==> config.mk <==
export PLATFORM = sky130hd
export DESIGN_NAME = gamepad_navigation_autorepeat_top_flat
export DESIGN_NICKNAME = d
export VERILOG_FILES = /design/src/hw/rtl/gna_pkg.sv /design/src/hw/rtl/gna_if.sv /design/src/hw/rtl/gna_front.sv /design/src/hw/rtl/gna_queue.sv /design/src/hw/rtl/gna_back.sv /design/src/hw/rtl/gamepad_navigation_autorepeat_top.sv /design/src/flat_wrapper.sv
export VERILOG_INCLUDE_DIRS = /design/src /design/src/hw/rtl
export SDC_FILE = /design/constraint.sdc
export NUM_CORES = 1
export LEC_CHECK = 0
export BUFFER_PORTS_ARGS = -buffer_cell sky130_fd_sc_hd__buf_2
export CAP_MARGIN = 20
export CORE_MARGIN = 10
export CORE_UTILIZATION = 35
export CTS_BUF_LIST = sky130_fd_sc_hd__clkbuf_16
export CTS_CLUSTER_DIAMETER = 80
export CTS_CLUSTER_SIZE = 24
export DETAILED_ROUTE_END_ITERATION = 10
export SLEW_MARGIN = 20
export SYNTH_ARGS = -nofsm -noshare
export SYNTH_HDL_FRONTEND = slang
export SYNTH_SLANG_ARGS = --single-unit
==> constraint.sdc <==
create_clock -name clock -period 6.25 [get_ports clock]
set_input_delay 0.625 -clock clock [delete_from_list [all_inputs] [get_ports clock]]
set_output_delay 0.625 -clock clock [all_outputs]
set_load 0.05 [all_outputs]
==> src/hw/rtl/gamepad_navigation_autorepeat_top_macros.svh <==
// Assertion helpers for the file that checks internal behavior.
`ifndef GAMEPAD_NAVIGATION_AUTOREPEAT_TOP_MACROS_SVH
`define GAMEPAD_NAVIGATION_AUTOREPEAT_TOP_MACROS_SVH

// Same-cycle implication, disabled while reset is high.
`define GNA_ASSERT_IMP(label, clk, rst, ante, cons) \
   label: assert property (@(posedge clk) disable iff (rst) (ante) |-> (cons)) \
      else $error("gna: same-cycle check failed");

// Next-cycle implication, disabled while reset is high.
`define GNA_ASSERT_NEXT(label, clk, rst, ante, cons) \
   label: assert property (@(posedge clk) disable iff (rst) (ante) |=> (cons)) \
      else $error("gna: next-cycle check failed");

`endif

==> src/hw/rtl/gna_pkg.sv <==
package gna_pkg;

   // Number of navigation directions: up, down, left, right.
   localparam int NumDirs = 4;

   // Highest controller count; an index at or beyond it counts as disconnected.
   localparam int MaxPads = 4;

   // Configuration register indexes.
   localparam logic [1:0] CsrDeadZone       = 2'd0;
   localparam logic [1:0] CsrInitialDelay   = 2'd1;
   localparam logic [1:0] CsrRepeatInterval = 2'd2;

   // Configuration reset values.
   localparam logic [14:0] DeadZoneReset       = 15'd16000;
   localparam logic [15:0] InitialDelayReset   = 16'd400;
   localparam logic [15:0] RepeatIntervalReset = 16'd120;

   // Button word bit positions.
   localparam int BtnDpadUp = 0;
   localparam int BtnDpadDown = 1;
   localparam int BtnDpadLeft = 2;
   localparam int BtnDpadRight = 3;
   localparam int BtnBack = 5;
   localparam int BtnA = 12;
   localparam int BtnB = 13;

   // Result action codes.
   localparam logic [2:0] ActUp       = 3'd0;
   localparam logic [2:0] ActActivate = 3'd4;
   localparam logic [2:0] ActBack     = 3'd5;

   // Positions in the pending-result mask, in delivery order.
   localparam int MaskStatus = 0;
   localparam int MaskDir0 = 1;
   localparam int MaskActivate = 5;
   localparam int MaskBack = 6;
   localparam int MaskW = 7;

   // One classified poll: which results to send and the fields they carry.
   typedef struct packed {
      logic [MaskW-1:0]   mask;
      logic [NumDirs-1:0] dir_alt;
      logic               back_alt;
      logic               conn;
      logic [1:0]         index;
   } gna_entry_type;

endpackage

==> src/hw/rtl/gna_if.sv <==
// Poll sample channel.
interface gna_req_if;
   logic               valid;
   logic               ready;
   logic               window_active;
   logic               pad_connected;
   logic [1:0]         pad_index;
   logic [15:0]        button_bits;
   logic signed [15:0] stick_x;
   logic signed [15:0] stick_y;
   logic [31:0]        now_ticks;

   modport source (
      output valid, window_active, pad_connected, pad_index, button_bits,
             stick_x, stick_y, now_ticks,
      input  ready
   );
   modport sink (
      input  valid, window_active, pad_connected, pad_index, button_bits,
             stick_x, stick_y, now_ticks,
      output ready
   );
endinterface

// Result channel.
interface gna_rsp_if;
   logic       valid;
   logic       ready;
   logic       is_status;
   logic [2:0] action_code;
   logic       alt_source;
   logic       now_connected;
   logic [1:0] current_index;
   logic       last_of_run;

   modport source (
      output valid, is_status, action_code, alt_source, now_connected,
             current_index, last_of_run,
      input  ready
   );
   modport sink (
      input  valid, is_status, action_code, alt_source, now_connected,
             current_index, last_of_run,
      output ready
   );
endinterface

// Configuration write channel.
interface gna_csr_if;
   logic        valid;
   logic        ready;
   logic [1:0]  index;
   logic [15:0] data;

   modport source (output valid, index, data, input ready);
   modport sink (input valid, index, data, output ready);
endinterface

==> src/hw/rtl/gna_front.sv <==
module gna_front (
   input  logic                   clock,
   input  logic                   reset,
   gna_req_if.sink                req_ch,
   gna_csr_if.sink                csr_ch,
   input  logic                   queue_full,
   output logic                   push,
   output gna_pkg::gna_entry_type push_entry
);
   import gna_pkg::*;

   logic [14:0] dead_zone_ff, dead_zone_in;
   logic [15:0] delay_ff, delay_in;
   logic [15:0] interval_ff, interval_in;

   logic [NumDirs-1:0] dir_active_ff, dir_active_in;
   logic [31:0]        first_ff [NumDirs];
   logic [31:0]        first_in [NumDirs];
   logic [31:0]        last_ff [NumDirs];
   logic [31:0]        last_in [NumDirs];
   logic               act_held_ff, act_held_in;
   logic               back_held_ff, back_held_in;
   logic               conn_ff, conn_in;
   logic [1:0]         idx_ff, idx_in;

   logic               accept;
   logic               conn_now;
   logic               change;
   logic signed [16:0] dz_pos;
   logic signed [16:0] dz_neg;
   logic signed [16:0] sx_ext;
   logic signed [16:0] sy_ext;
   logic [NumDirs-1:0] dpad;
   logic [NumDirs-1:0] pressed;
   logic [NumDirs-1:0] repeat_ok;
   logic [31:0]        since_first [NumDirs];
   logic [31:0]        since_last [NumDirs];

   assign csr_ch.ready = 1'b1;
   assign req_ch.ready = !queue_full;
   assign accept = req_ch.valid && !queue_full;

   // Configuration register writes; unknown indexes are dropped.
   always_comb begin
      dead_zone_in = dead_zone_ff;
      delay_in = delay_ff;
      interval_in = interval_ff;
      if (csr_ch.valid) begin
         case (csr_ch.index)
            CsrDeadZone:       dead_zone_in = csr_ch.data[14:0];
            CsrInitialDelay:   delay_in = csr_ch.data;
            CsrRepeatInterval: interval_in = csr_ch.data;
            default:           ;
         endcase
      end
   end

   // Classify the sample: connection, direction presses and repeat timing.
   always_comb begin
      conn_now = req_ch.pad_connected && ({1'b0, req_ch.pad_index} < 3'(MaxPads));
      change = (conn_now != conn_ff) || (conn_now && (req_ch.pad_index != idx_ff));
      dz_pos = $signed({2'b00, dead_zone_ff});
      dz_neg = -dz_pos;
      sx_ext = {req_ch.stick_x[15], req_ch.stick_x};
      sy_ext = {req_ch.stick_y[15], req_ch.stick_y};
      dpad[0] = req_ch.button_bits[BtnDpadUp];
      dpad[1] = req_ch.button_bits[BtnDpadDown];
      dpad[2] = req_ch.button_bits[BtnDpadLeft];
      dpad[3] = req_ch.button_bits[BtnDpadRight];
      pressed[0] = dpad[0] || (sy_ext > dz_pos);
      pressed[1] = dpad[1] || (sy_ext < dz_neg);
      pressed[2] = dpad[2] || (sx_ext < dz_neg);
      pressed[3] = dpad[3] || (sx_ext > dz_pos);
      for (int d = 0; d < NumDirs; d++) begin
         since_first[d] = req_ch.now_ticks - first_ff[d];
         since_last[d] = req_ch.now_ticks - last_ff[d];
         repeat_ok[d] = (since_first[d] >= {16'b0, delay_ff}) &&
                        (since_last[d] >= {16'b0, interval_ff});
      end
   end

   // Press state update and the set of results this sample causes.
   always_comb begin
      dir_active_in = dir_active_ff;
      first_in = first_ff;
      last_in = last_ff;
      act_held_in = act_held_ff;
      back_held_in = back_held_ff;
      conn_in = conn_ff;
      idx_in = idx_ff;
      push_entry = '0;
      push = 1'b0;
      if (accept) begin
         if (!req_ch.window_active) begin
            dir_active_in = '0;
            act_held_in = 1'b0;
            back_held_in = 1'b0;
         end else begin
            if (change) begin
               conn_in = conn_now;
               idx_in = conn_now ? req_ch.pad_index : 2'd0;
               dir_active_in = '0;
               act_held_in = 1'b0;
               back_held_in = 1'b0;
               push_entry.mask[MaskStatus] = 1'b1;
            end
            if (conn_now) begin
               for (int d = 0; d < NumDirs; d++) begin
                  push_entry.dir_alt[d] = !dpad[d];
                  if (!pressed[d]) begin
                     dir_active_in[d] = 1'b0;
                  end else if (!dir_active_in[d]) begin
                     dir_active_in[d] = 1'b1;
                     first_in[d] = req_ch.now_ticks;
                     last_in[d] = req_ch.now_ticks;
                     push_entry.mask[MaskDir0 + d] = 1'b1;
                  end else if (repeat_ok[d]) begin
                     last_in[d] = req_ch.now_ticks;
                     push_entry.mask[MaskDir0 + d] = 1'b1;
                  end
               end
               // Activate fires on the rising edge of A only.
               if (!req_ch.button_bits[BtnA]) begin
                  act_held_in = 1'b0;
               end else if (!act_held_in) begin
                  act_held_in = 1'b1;
                  push_entry.mask[MaskActivate] = 1'b1;
               end
               // Back fires on the rising edge of either B or the back button.
               if (!req_ch.button_bits[BtnB] && !req_ch.button_bits[BtnBack]) begin
                  back_held_in = 1'b0;
               end else if (!back_held_in) begin
                  back_held_in = 1'b1;
                  push_entry.mask[MaskBack] = 1'b1;
               end
               push_entry.back_alt = req_ch.button_bits[BtnBack];
            end
            push_entry.conn = conn_in;
            push_entry.index = idx_in;
            push = (push_entry.mask != '0);
         end
      end
   end

   // Control and configuration state.
   always_ff @(posedge clock) begin
      if (reset) begin
         dead_zone_ff <= DeadZoneReset;
         delay_ff <= InitialDelayReset;
         interval_ff <= RepeatIntervalReset;
         dir_active_ff <= '0;
         act_held_ff <= 1'b0;
         back_held_ff <= 1'b0;
         conn_ff <= 1'b0;
         idx_ff <= 2'd0;
      end else begin
         dead_zone_ff <= dead_zone_in;
         delay_ff <= delay_in;
         interval_ff <= interval_in;
         dir_active_ff <= dir_active_in;
         act_held_ff <= act_held_in;
         back_held_ff <= back_held_in;
         conn_ff <= conn_in;
         idx_ff <= idx_in;
      end
   end

   // Press timestamps are only read while their direction is active.
   always_ff @(posedge clock) begin
      first_ff <= first_in;
      last_ff <= last_in;
   end

endmodule

==> src/hw/rtl/gna_queue.sv <==
module gna_queue #(
   parameter int QUEUE_DEPTH = 2
) (
   input  logic                   clock,
   input  logic                   reset,
   input  logic                   push,
   input  gna_pkg::gna_entry_type push_entry,
   output logic                   full,
   input  logic                   pop,
   output logic                   head_valid,
   output gna_pkg::gna_entry_type head_entry
);
   import gna_pkg::*;

   localparam int PtrW = (QUEUE_DEPTH > 1) ? $clog2(QUEUE_DEPTH) : 1;
   localparam int CntW = $clog2(QUEUE_DEPTH + 1);

   gna_entry_type     slots_ff [QUEUE_DEPTH];
   logic [PtrW-1:0]   wr_ptr_ff, wr_ptr_in;
   logic [PtrW-1:0]   rd_ptr_ff, rd_ptr_in;
   logic [CntW-1:0]   count_ff, count_in;

   assign full = (count_ff == CntW'(QUEUE_DEPTH));
   assign head_valid = (count_ff != '0);
   assign head_entry = slots_ff[rd_ptr_ff];

   // Pointer and fill-count update.
   always_comb begin
      wr_ptr_in = wr_ptr_ff;
      rd_ptr_in = rd_ptr_ff;
      count_in = count_ff;
      if (push) begin
         wr_ptr_in = (wr_ptr_ff == PtrW'(QUEUE_DEPTH - 1)) ? '0 : wr_ptr_ff + 1'b1;
      end
      if (pop) begin
         rd_ptr_in = (rd_ptr_ff == PtrW'(QUEUE_DEPTH - 1)) ? '0 : rd_ptr_ff + 1'b1;
      end
      if (push && !pop) begin
         count_in = count_ff + 1'b1;
      end else if (pop && !push) begin
         count_in = count_ff - 1'b1;
      end
   end

   always_ff @(posedge clock) begin
      if (reset) begin
         wr_ptr_ff <= '0;
         rd_ptr_ff <= '0;
         count_ff <= '0;
      end else begin
         wr_ptr_ff <= wr_ptr_in;
         rd_ptr_ff <= rd_ptr_in;
         count_ff <= count_in;
      end
   end

   // Entry storage.
   always_ff @(posedge clock) begin
      if (push) begin
         slots_ff[wr_ptr_ff] <= push_entry;
      end
   end

endmodule

==> src/hw/rtl/gna_back.sv <==
module gna_back (
   input  logic                   clock,
   input  logic                   reset,
   input  logic                   head_valid,
   input  gna_pkg::gna_entry_type head_entry,
   output logic                   pop,
   gna_rsp_if.source              rsp_ch
);
   import gna_pkg::*;

   logic [MaskW-1:0] sent_ff, sent_in;
   logic [MaskW-1:0] remaining;
   logic [MaskW-1:0] pick;
   logic             last;
   logic             load;
   logic             rsp_valid_ff, rsp_valid_in;
   logic             is_status_ff, is_status_in;
   logic [2:0]       code_ff, code_in;
   logic             alt_ff, alt_in;
   logic             conn_ff;
   logic [1:0]       index_ff;
   logic             last_ff;

   // Choose the earliest result of the head item not yet sent.
   always_comb begin
      remaining = head_entry.mask & ~sent_ff;
      pick = remaining & (~remaining + 1'b1);
      last = ((remaining & ~pick) == '0);
      load = head_valid && (!rsp_valid_ff || rsp_ch.ready);
      pop = load && last;
      sent_in = sent_ff;
      if (load) begin
         sent_in = last ? '0 : (sent_ff | pick);
      end
      rsp_valid_in = load || (rsp_valid_ff && !rsp_ch.ready);
   end

   // Decode the chosen mask position into result fields.
   always_comb begin
      is_status_in = pick[MaskStatus];
      code_in = ActUp;
      alt_in = 1'b0;
      for (int d = 0; d < NumDirs; d++) begin
         if (pick[MaskDir0 + d]) begin
            code_in = ActUp + 3'(d);
            alt_in = head_entry.dir_alt[d];
         end
      end
      if (pick[MaskActivate]) begin
         code_in = ActActivate;
      end
      if (pick[MaskBack]) begin
         code_in = ActBack;
         alt_in = head_entry.back_alt;
      end
   end

   always_ff @(posedge clock) begin
      if (reset) begin
         sent_ff <= '0;
         rsp_valid_ff <= 1'b0;
      end else begin
         sent_ff <= sent_in;
         rsp_valid_ff <= rsp_valid_in;
      end
   end

   // Output register holds the result until it is taken.
   always_ff @(posedge clock) begin
      if (load) begin
         is_status_ff <= is_status_in;
         code_ff <= code_in;
         alt_ff <= alt_in;
         conn_ff <= head_entry.conn;
         index_ff <= head_entry.index;
         last_ff <= last;
      end
   end

   assign rsp_ch.valid = rsp_valid_ff;
   assign rsp_ch.is_status = is_status_ff;
   assign rsp_ch.action_code = code_ff;
   assign rsp_ch.alt_source = alt_ff;
   assign rsp_ch.now_connected = conn_ff;
   assign rsp_ch.current_index = index_ff;
   assign rsp_ch.last_of_run = last_ff;

endmodule

==> src/hw/rtl/gamepad_navigation_autorepeat_top.sv <==
// Path: a poll's results pass through the queue slot and then the output register
// before they reach the result channel.
// Throughput: a poll is taken every cycle while the queue has room; results leave
// one per cycle through the single output register while the receiver is ready, so a
// poll with k results (1 to 7) sends them one by one; polls with no result are not queued.
// Reset (synchronous): registers return to 16000/400/120, press and connection
// state clear, the queue and the output register empty.
`include "gamepad_navigation_autorepeat_top_macros.svh"

module gamepad_navigation_autorepeat_top #(
   parameter int QUEUE_DEPTH = 2
) (
   input  logic      clock,
   input  logic      reset,
   gna_req_if.sink   req_ch,
   gna_rsp_if.source rsp_ch,
   gna_csr_if.sink   csr_ch
);
   import gna_pkg::*;

   logic          push;
   gna_entry_type push_entry;
   logic          full;
   logic          pop;
   logic          head_valid;
   gna_entry_type head_entry;

   // Front: accepts polls, updates press state, classifies results.
   gna_front u_front (
      .clock      (clock),
      .reset      (reset),
      .req_ch     (req_ch),
      .csr_ch     (csr_ch),
      .queue_full (full),
      .push       (push),
      .push_entry (push_entry)
   );

   // Queue between classification and delivery.
   gna_queue #(
      .QUEUE_DEPTH (QUEUE_DEPTH)
   ) u_queue (
      .clock      (clock),
      .reset      (reset),
      .push       (push),
      .push_entry (push_entry),
      .full       (full),
      .pop        (pop),
      .head_valid (head_valid),
      .head_entry (head_entry)
   );

   // Back: sends the results of each queued poll one at a time.
   gna_back u_back (
      .clock      (clock),
      .reset      (reset),
      .head_valid (head_valid),
      .head_entry (head_entry),
      .pop        (pop),
      .rsp_ch     (rsp_ch)
   );

   `GNA_ASSERT_IMP(a_push_room, clock, reset, push, !full)
   `GNA_ASSERT_IMP(a_push_nonempty, clock, reset, push, push_entry.mask != '0)
   `GNA_ASSERT_IMP(a_pop_has_head, clock, reset, pop, head_valid)
   `GNA_ASSERT_NEXT(a_pop_sends, clock, reset, pop, rsp_ch.valid && rsp_ch.last_of_run)

endmodule
==> src/flat_wrapper.sv <==
// flat-port wrapper written by rule: the top's interface ports become plain ports
module gamepad_navigation_autorepeat_top_flat import gna_pkg::*;
#(
   parameter int QUEUE_DEPTH = 2
)
  (clock, reset, req_ch_valid, req_ch_window_active, req_ch_pad_connected, req_ch_pad_index, req_ch_button_bits, req_ch_stick_x, req_ch_stick_y, req_ch_now_ticks, req_ch_ready, rsp_ch_valid, rsp_ch_is_status, rsp_ch_action_code, rsp_ch_alt_source, rsp_ch_now_connected, rsp_ch_current_index, rsp_ch_last_of_run, rsp_ch_ready, csr_ch_valid, csr_ch_index, csr_ch_data, csr_ch_ready);
  gna_req_if req_ch_i ();
  gna_rsp_if rsp_ch_i ();
  gna_csr_if csr_ch_i ();
  input  logic clock;
  input  logic reset;
  input wire logic [$bits(req_ch_i.valid)-1:0] req_ch_valid;
  input wire logic [$bits(req_ch_i.window_active)-1:0] req_ch_window_active;
  input wire logic [$bits(req_ch_i.pad_connected)-1:0] req_ch_pad_connected;
  input wire logic [$bits(req_ch_i.pad_index)-1:0] req_ch_pad_index;
  input wire logic [$bits(req_ch_i.button_bits)-1:0] req_ch_button_bits;
  input wire logic [$bits(req_ch_i.stick_x)-1:0] req_ch_stick_x;
  input wire logic [$bits(req_ch_i.stick_y)-1:0] req_ch_stick_y;
  input wire logic [$bits(req_ch_i.now_ticks)-1:0] req_ch_now_ticks;
  output wire logic [$bits(req_ch_i.ready)-1:0] req_ch_ready;
  output wire logic [$bits(rsp_ch_i.valid)-1:0] rsp_ch_valid;
  output wire logic [$bits(rsp_ch_i.is_status)-1:0] rsp_ch_is_status;
  output wire logic [$bits(rsp_ch_i.action_code)-1:0] rsp_ch_action_code;
  output wire logic [$bits(rsp_ch_i.alt_source)-1:0] rsp_ch_alt_source;
  output wire logic [$bits(rsp_ch_i.now_connected)-1:0] rsp_ch_now_connected;
  output wire logic [$bits(rsp_ch_i.current_index)-1:0] rsp_ch_current_index;
  output wire logic [$bits(rsp_ch_i.last_of_run)-1:0] rsp_ch_last_of_run;
  input wire logic [$bits(rsp_ch_i.ready)-1:0] rsp_ch_ready;
  input wire logic [$bits(csr_ch_i.valid)-1:0] csr_ch_valid;
  input wire logic [$bits(csr_ch_i.index)-1:0] csr_ch_index;
  input wire logic [$bits(csr_ch_i.data)-1:0] csr_ch_data;
  output wire logic [$bits(csr_ch_i.ready)-1:0] csr_ch_ready;
  assign req_ch_i.valid = req_ch_valid;
  assign req_ch_i.window_active = req_ch_window_active;
  assign req_ch_i.pad_connected = req_ch_pad_connected;
  assign req_ch_i.pad_index = req_ch_pad_index;
  assign req_ch_i.button_bits = req_ch_button_bits;
  assign req_ch_i.stick_x = req_ch_stick_x;
  assign req_ch_i.stick_y = req_ch_stick_y;
  assign req_ch_i.now_ticks = req_ch_now_ticks;
  assign req_ch_ready = req_ch_i.ready;
  assign rsp_ch_valid = rsp_ch_i.valid;
  assign rsp_ch_is_status = rsp_ch_i.is_status;
  assign rsp_ch_action_code = rsp_ch_i.action_code;
  assign rsp_ch_alt_source = rsp_ch_i.alt_source;
  assign rsp_ch_now_connected = rsp_ch_i.now_connected;
  assign rsp_ch_current_index = rsp_ch_i.current_index;
  assign rsp_ch_last_of_run = rsp_ch_i.last_of_run;
  assign rsp_ch_i.ready = rsp_ch_ready;
  assign csr_ch_i.valid = csr_ch_valid;
  assign csr_ch_i.index = csr_ch_index;
  assign csr_ch_i.data = csr_ch_data;
  assign csr_ch_ready = csr_ch_i.ready;
  gamepad_navigation_autorepeat_top #(.QUEUE_DEPTH(QUEUE_DEPTH)) u_core (.clock(clock), .reset(reset), .req_ch(req_ch_i), .rsp_ch(rsp_ch_i), .csr_ch(csr_ch_i));
endmodule
==> report_table.html <==
<table>
<tr><th>Metric</th><th>Value</th></tr>
<tr><th colspan="2">Clock network</th></tr>
<tr><td>TritonCTS Sinks</td><td>around 360</td></tr>
<tr><td>Insertion delay of the later-clocked pin in the worst-skew pair</td><td>0.58 ns</td></tr>
<tr><td>H-tree depth</td><td>2</td></tr>
<tr><td>Clock slew at the register clock pins of the worst setup and hold paths</td><td>approximately 0.090 ns</td></tr>
<tr><td>Post-CTS Hold Buffers</td><td>0</td></tr>
<tr><td>Total clock buffers created by CTS</td><td>35</td></tr>
<tr><td>Maximum count of clock buffers along a single path</td><td>3</td></tr>
<tr><td>Root buffer cell</td><td>sky130_fd_sc_hd__clkbuf_16</td></tr>
<tr><td>TritonCTS clock tree</td><td>yes</td></tr>
<tr><th colspan="2">Timing</th></tr>
<tr><td>FMAX</td><td>168.3 MHz</td></tr>
<tr><td>Final worst setup slack</td><td>0.3066 ns</td></tr>
<tr><td>Post-Route Setup TNS</td><td>0 ns</td></tr>
<tr><td>Portion of the clock cycle consumed by the worst path in the final layout</td><td>0.9509</td></tr>
<tr><td>Fin Clk Skew</td><td>0.04355 ns</td></tr>
<tr><td>Hold slack</td><td>roughly 0.32 ns</td></tr>
<tr><td>Slew at the pin closest to its max-slew limit</td><td>0.9403 ns</td></tr>
<tr><td>Number of pins with negative max-slew slack in the final report</td><td>0</td></tr>
<tr><td>Final setup violation count</td><td>0</td></tr>
<tr><td>Count of endpoints failing hold in the final timing report</td><td>0</td></tr>
<tr><td>Minimum clock period after layout</td><td>5.943 ns</td></tr>
<tr><td>Worst slew margin relative to its limit</td><td>0.3678</td></tr>
<tr><th colspan="2">Layout</th></tr>
<tr><td>Diode count</td><td>0</td></tr>
<tr><td>Area overhead of the layout relative to synthesis</td><td>14.60%</td></tr>
<tr><td>Proportion of layout cells with a drive suffix above 1</td><td>0.1137</td></tr>
<tr><td>Count of nets after finishing</td><td>4505</td></tr>
<tr><td>Fin area</td><td>36590 sq um</td></tr>
<tr><th colspan="2">Yosys</th></tr>
<tr><td>Mux share of post-synthesis cell area</td><td>0.01238</td></tr>
<tr><td>Fraction of the mapped netlist area in compound gates</td><td>0.2203</td></tr>
<tr><td>Leading register cell type out of synthesis</td><td>sky130_fd_sc_hd__edfxtp_1</td></tr>
<tr><td>Net Count, Synth</td><td>roughly 4200</td></tr>
<tr><td>Post-Synthesis Cells</td><td>3686</td></tr>
<tr><td>Post-synthesis share of cell area spent on xor and xnor gates</td><td>0.05157</td></tr>
<tr><td>Seq/Total Area, Yosys</td><td>0.3207</td></tr>
<tr><td>Synthesized flop and latch total</td><td>364</td></tr>
<tr><td>Post-Synthesis Cell Area</td><td>31930 sq um</td></tr>
<tr><td>Post-synth EDFFs</td><td>roughly 300</td></tr>
<tr><td>Warnings from Yosys</td><td>0</td></tr>
<tr><td>Fraction of registers with async set/reset</td><td>0</td></tr>
<tr><td>Adder-cell share of the synthesized area</td><td>0.1777</td></tr>
<tr><td>Average instance area after synthesis</td><td>slightly below 9 sq um</td></tr>
<tr><td>Combinational family with the most area after synthesis</td><td>compound AO/OA/AOI/OAI gates</td></tr>
<tr><td>Distinct cell type count of the synthesized netlist</td><td>99</td></tr>
<tr><td>Post-synthesis simple-gate area fraction</td><td>0.1592</td></tr>
<tr><th colspan="2">Detailed routing</th></tr>
<tr><td>Per-cell routed wire length</td><td>19.81 microns</td></tr>
<tr><td>Total vias in the final route</td><td>28360</td></tr>
<tr><td>DR vias/cell</td><td>5.507</td></tr>
<tr><td>Post-Route WL</td><td>102000 microns</td></tr>
<tr><td>Number of design rule violations left after detail routing</td><td>0</td></tr>
<tr><td>DRC marker count from the first detailed-route iteration</td><td>1960</td></tr>
<tr><td>Detail Route Antenna Nets</td><td>0</td></tr>
<tr><td>Detailed-router iteration count before antenna repair</td><td>6</td></tr>
<tr><th colspan="2">Global route</th></tr>
<tr><td>Wire length of the first global-routing pass</td><td>155900 microns</td></tr>
<tr><td>Largest net degree at the start of global routing</td><td>65</td></tr>
<tr><td>Number of global-route vias before repair</td><td>26910</td></tr>
<tr><td>Total global routing track utilization</td><td>0.1907</td></tr>
<tr><td>Gr ovfl total</td><td>0</td></tr>
<tr><td>Initial antenna violation count</td><td>7</td></tr>
<tr><th colspan="2">Critical path</th></tr>
<tr><td>Critical path type</td><td>in -&gt; reg</td></tr>
<tr><td>Kind of start point of the critical path</td><td>input port</td></tr>
<tr><td>Required arrival time at the worst endpoint</td><td>6.76 ns</td></tr>
<tr><td>Type of destination of the critical path</td><td>flip-flop</td></tr>
<tr><td>Worst Path Max Fanout</td><td>5</td></tr>
<tr><td>Arr. time, crit path</td><td>between 6 and 7 ns</td></tr>
<tr><th colspan="2">Power and ir drop</th></tr>
<tr><td>Leak pwr</td><td>15.62 nW</td></tr>
<tr><td>Maximum VDD drop</td><td>0.2469 mV</td></tr>
<tr><td>Overall power consumption</td><td>7.965 mW</td></tr>
<tr><td>Cell area power density</td><td>217.7 nW/um^2</td></tr>
<tr><th colspan="2">Floorplan</th></tr>
<tr><td>Core area</td><td>90290 sq um</td></tr>
<tr><td>Horizontal extent of the die</td><td>~320 microns</td></tr>
<tr><td>Row count</td><td>110</td></tr>
<tr><td>Die area</td><td>103700 sq um</td></tr>
<tr><td>Die span in y</td><td>~320 microns</td></tr>
<tr><td># IOs</td><td>119</td></tr>
<tr><td>Starting utilization of the core area</td><td>0.3537</td></tr>
<tr><th colspan="2">Job</th></tr>
<tr><td>Max-cap violations</td><td>0</td></tr>
<tr><th colspan="2">Placed design</th></tr>
<tr><td>Post-DP HPWL</td><td>80400 microns</td></tr>
<tr><td>Count of buffers from port buffering</td><td>108</td></tr>
<tr><td>GPL Wtd Cong</td><td>0.9214</td></tr>
<tr><td>Setup Slack @ Placement</td><td>-0.4284 ns</td></tr>
<tr><td>Area of placed instances</td><td>about 35000 sq um</td></tr>
<tr><th colspan="2">Min path</th></tr>
<tr><td>Path class of the lowest-slack min-delay path</td><td>in -&gt; reg</td></tr>
<tr><th colspan="2">Run status</th></tr>
<tr><td>Status</td><td>complete, no violations</td></tr>
</table>
==> critical path, stage by stage <==
cell and delay [ns]:
sky130_fd_sc_hd__buf_2 0.11, sky130_fd_sc_hd__clkinvlp_4 0.21, sky130_fd_sc_hd__ha_2 0.27, sky130_fd_sc_hd__fa_1 0.39, sky130_fd_sc_hd__nand2b_1 0.20, sky130_fd_sc_hd__a21oi_1 0.19, sky130_fd_sc_hd__o211ai_1 0.17, sky130_fd_sc_hd__o21ai_2 0.20
sky130_fd_sc_hd__a21oi_1 0.11, sky130_fd_sc_hd__xnor2_1 0.16, sky130_fd_sc_hd__ha_1 0.20, sky130_fd_sc_hd__a211oi_1 0.23, sky130_fd_sc_hd__nor2_1 0.12, sky130_fd_sc_hd__a2111oi_2 0.37, sky130_fd_sc_hd__o2111ai_1 0.16, sky130_fd_sc_hd__a2111o_1 0.31
sky130_fd_sc_hd__a21o_1 0.16, sky130_fd_sc_hd__a2111oi_1 0.30, sky130_fd_sc_hd__buf_4 0.18, sky130_fd_sc_hd__nand4_1 0.18, sky130_fd_sc_hd__o41ai_2 0.38, sky130_fd_sc_hd__o21bai_1 0.15, sky130_fd_sc_hd__and4bb_4 0.26, sky130_fd_sc_hd__inv_1 0.04
sky130_fd_sc_hd__ha_1 0.17, sky130_fd_sc_hd__xor2_1 0.15, sky130_fd_sc_hd__or3_1 0.31, sky130_fd_sc_hd__a21oi_1 0.13
==> path summary, 6_finish.rpt <==
| kind | startpoint | end | slack (ns) | cells after the start |
|---|---|---|---|---|
| setup / recovery | req_ch_now_ticks[0] | u_core.u_queue.count_ff[1]$_SDFFE_PP0P_ | 0.31 | 28 |
| hold / removal | csr_ch_data[15] | u_core.u_front.delay_ff[15]$_SDFFE_PP0P_ | 0.32 | 3 |
| setup reg to reg | u_core.u_front.last_ff[33]$_DFFE_PP_ | u_core.u_queue.count_ff[1]$_SDFFE_PP0P_ | 0.37 | 28 |
| hold reg to reg | u_core.u_front.delay_ff[11]$_SDFFE_PP0P_ | u_core.u_front.delay_ff[11]$_SDFFE_PP0P_ | 0.46 | 2 |
==> registers in the layout, indices dropped and copies added, names as in the netlist, named ones only <==
register                            cells
u_core.u_back.rsp_ch.valid              1
u_core.u_front.dead_zone_ff            15
u_core.u_queue.wr_ptr_ff                1
u_core.u_back.sent_ff                   7
u_core.u_front.last_ff                128
u_core.u_front.dir_active_ff            4
u_core.u_back.rsp_ch.alt_source         1
u_core.u_queue.rd_ptr_ff                1
u_core.u_back.rsp_ch.last_of_run        1
u_core.u_front.first_ff               128
u_core.u_front.back_held_ff             1
u_core.u_front.interval_ff             16
u_core.u_queue.slots_ff                30
u_core.u_back.rsp_ch.now_connected      1
u_core.u_back.rsp_ch.action_code        3
u_core.u_back.rsp_ch.is_status          1
u_core.u_queue.count_ff                 2
u_core.u_back.rsp_ch.current_index      2
u_core.u_front.delay_ff                16
u_core.u_front.act_held_ff              1
u_core.u_front.idx_ff                   2
==> cell usage in the layout (no fill, tap or decap), types with 35 or more instances in the layout <==
cell type	n
sky130_fd_sc_hd__o21a_1	59
sky130_fd_sc_hd__edfxtp_1	295
sky130_fd_sc_hd__o21ai_0	206
sky130_fd_sc_hd__a211oi_1	50
sky130_fd_sc_hd__dfxtp_1	69
sky130_fd_sc_hd__xnor2_1	120
sky130_fd_sc_hd__nand2b_1	49
sky130_fd_sc_hd__nand4_1	87
sky130_fd_sc_hd__nor3_1	67
sky130_fd_sc_hd__buf_4	207
sky130_fd_sc_hd__nand2_1	355
sky130_fd_sc_hd__inv_1	381
sky130_fd_sc_hd__buf_2	107
sky130_fd_sc_hd__ha_1	439
sky130_fd_sc_hd__xor2_1	68
sky130_fd_sc_hd__clkbuf_16	35
sky130_fd_sc_hd__o211ai_1	39
sky130_fd_sc_hd__a21o_1	97
sky130_fd_sc_hd__nor2_1	250
sky130_fd_sc_hd__nand3_1	74
sky130_fd_sc_hd__a21oi_1	375
==> area by class of cell <==
| cell class | count | area, sq um |
|---|---|---|
| clock buffer | 35 | 875.8 |
| timing repair buffer | 325 | 2303 |
| clock inverter | 26 | 292.8 |
| fill | 9146 | 53690 |
| multi-input combinational | 2842 | 19970 |
| inverter | 382 | 1438 |
| sequential | 364 | 10240 |
| tap | 1176 | 1471 |
==> cells in the mapped netlist, types with 36 or more instances <==
master,instances,area [sq um]
sky130_fd_sc_hd__a211oi_1,51,382.9
sky130_fd_sc_hd__a21o_1,97,728.2
sky130_fd_sc_hd__a21oi_1,378,1892
sky130_fd_sc_hd__clkbuf_1,81,304.0
sky130_fd_sc_hd__dfxtp_1,69,1381
sky130_fd_sc_hd__edfxtp_1,295,8859
sky130_fd_sc_hd__ha_1,440,5505
sky130_fd_sc_hd__inv_1,382,1434
sky130_fd_sc_hd__nand2_1,355,1333
sky130_fd_sc_hd__nand2b_1,49,306.5
sky130_fd_sc_hd__nand3_1,74,370.4
sky130_fd_sc_hd__nand4_1,87,544.3
sky130_fd_sc_hd__nor2_1,250,938.4
sky130_fd_sc_hd__nor2b_1,36,225.2
sky130_fd_sc_hd__nor3_1,68,340.3
sky130_fd_sc_hd__o211ai_1,39,292.8
sky130_fd_sc_hd__o21a_1,59,442.9
sky130_fd_sc_hd__o21ai_0,207,1036
sky130_fd_sc_hd__xnor2_1,120,1051
sky130_fd_sc_hd__xor2_1,68,595.6
==> timing repair <==
action | 4_1_cts | 5_1_grt
setup endpoints to repair | 0 | 32
resized for setup | 0 | 18
setup buffers | 0 | 0
==> metal layers <==
metal,share of wire,vias to the layer above,global-route usage
met4,0.037,2,0.06628
met5,0.00012,-,0
li1,-,14040,-
met1,0.45,13430,0.2532
met3,0.052,150,0.02373
met2,0.46,731,0.3154
==> through the flow <==
step,util,cells
final,0.4053,5150
after global routing,0.4053,5150
after CTS,0.4040,5148
after detailed placement,0.3911,5087
after global placement,0.3908,5086
after floorplan,-,3686
==> where the power goes <==
part	internal (mW)	switching (mW)	leakage (nW)
Combinational	1.09	1.72	11.8
Clock	1.10	1.15	0.562
Sequential	2.83	0.0790	3.27
Total	5.02	2.94	15.6
==> cells by family after synthesis <==
family | count (synthesis)
AND/OR/NAND/NOR | 1066
adder cells (fa/ha/maj) | 449
other | 1
multiplexers | 38
XOR/XNOR | 188
AO/OA/AOI/OAI | 1100
buffers and inverters | 480
flip-flops | 364
Note: power is estimated with default switching activity, not from simulation.
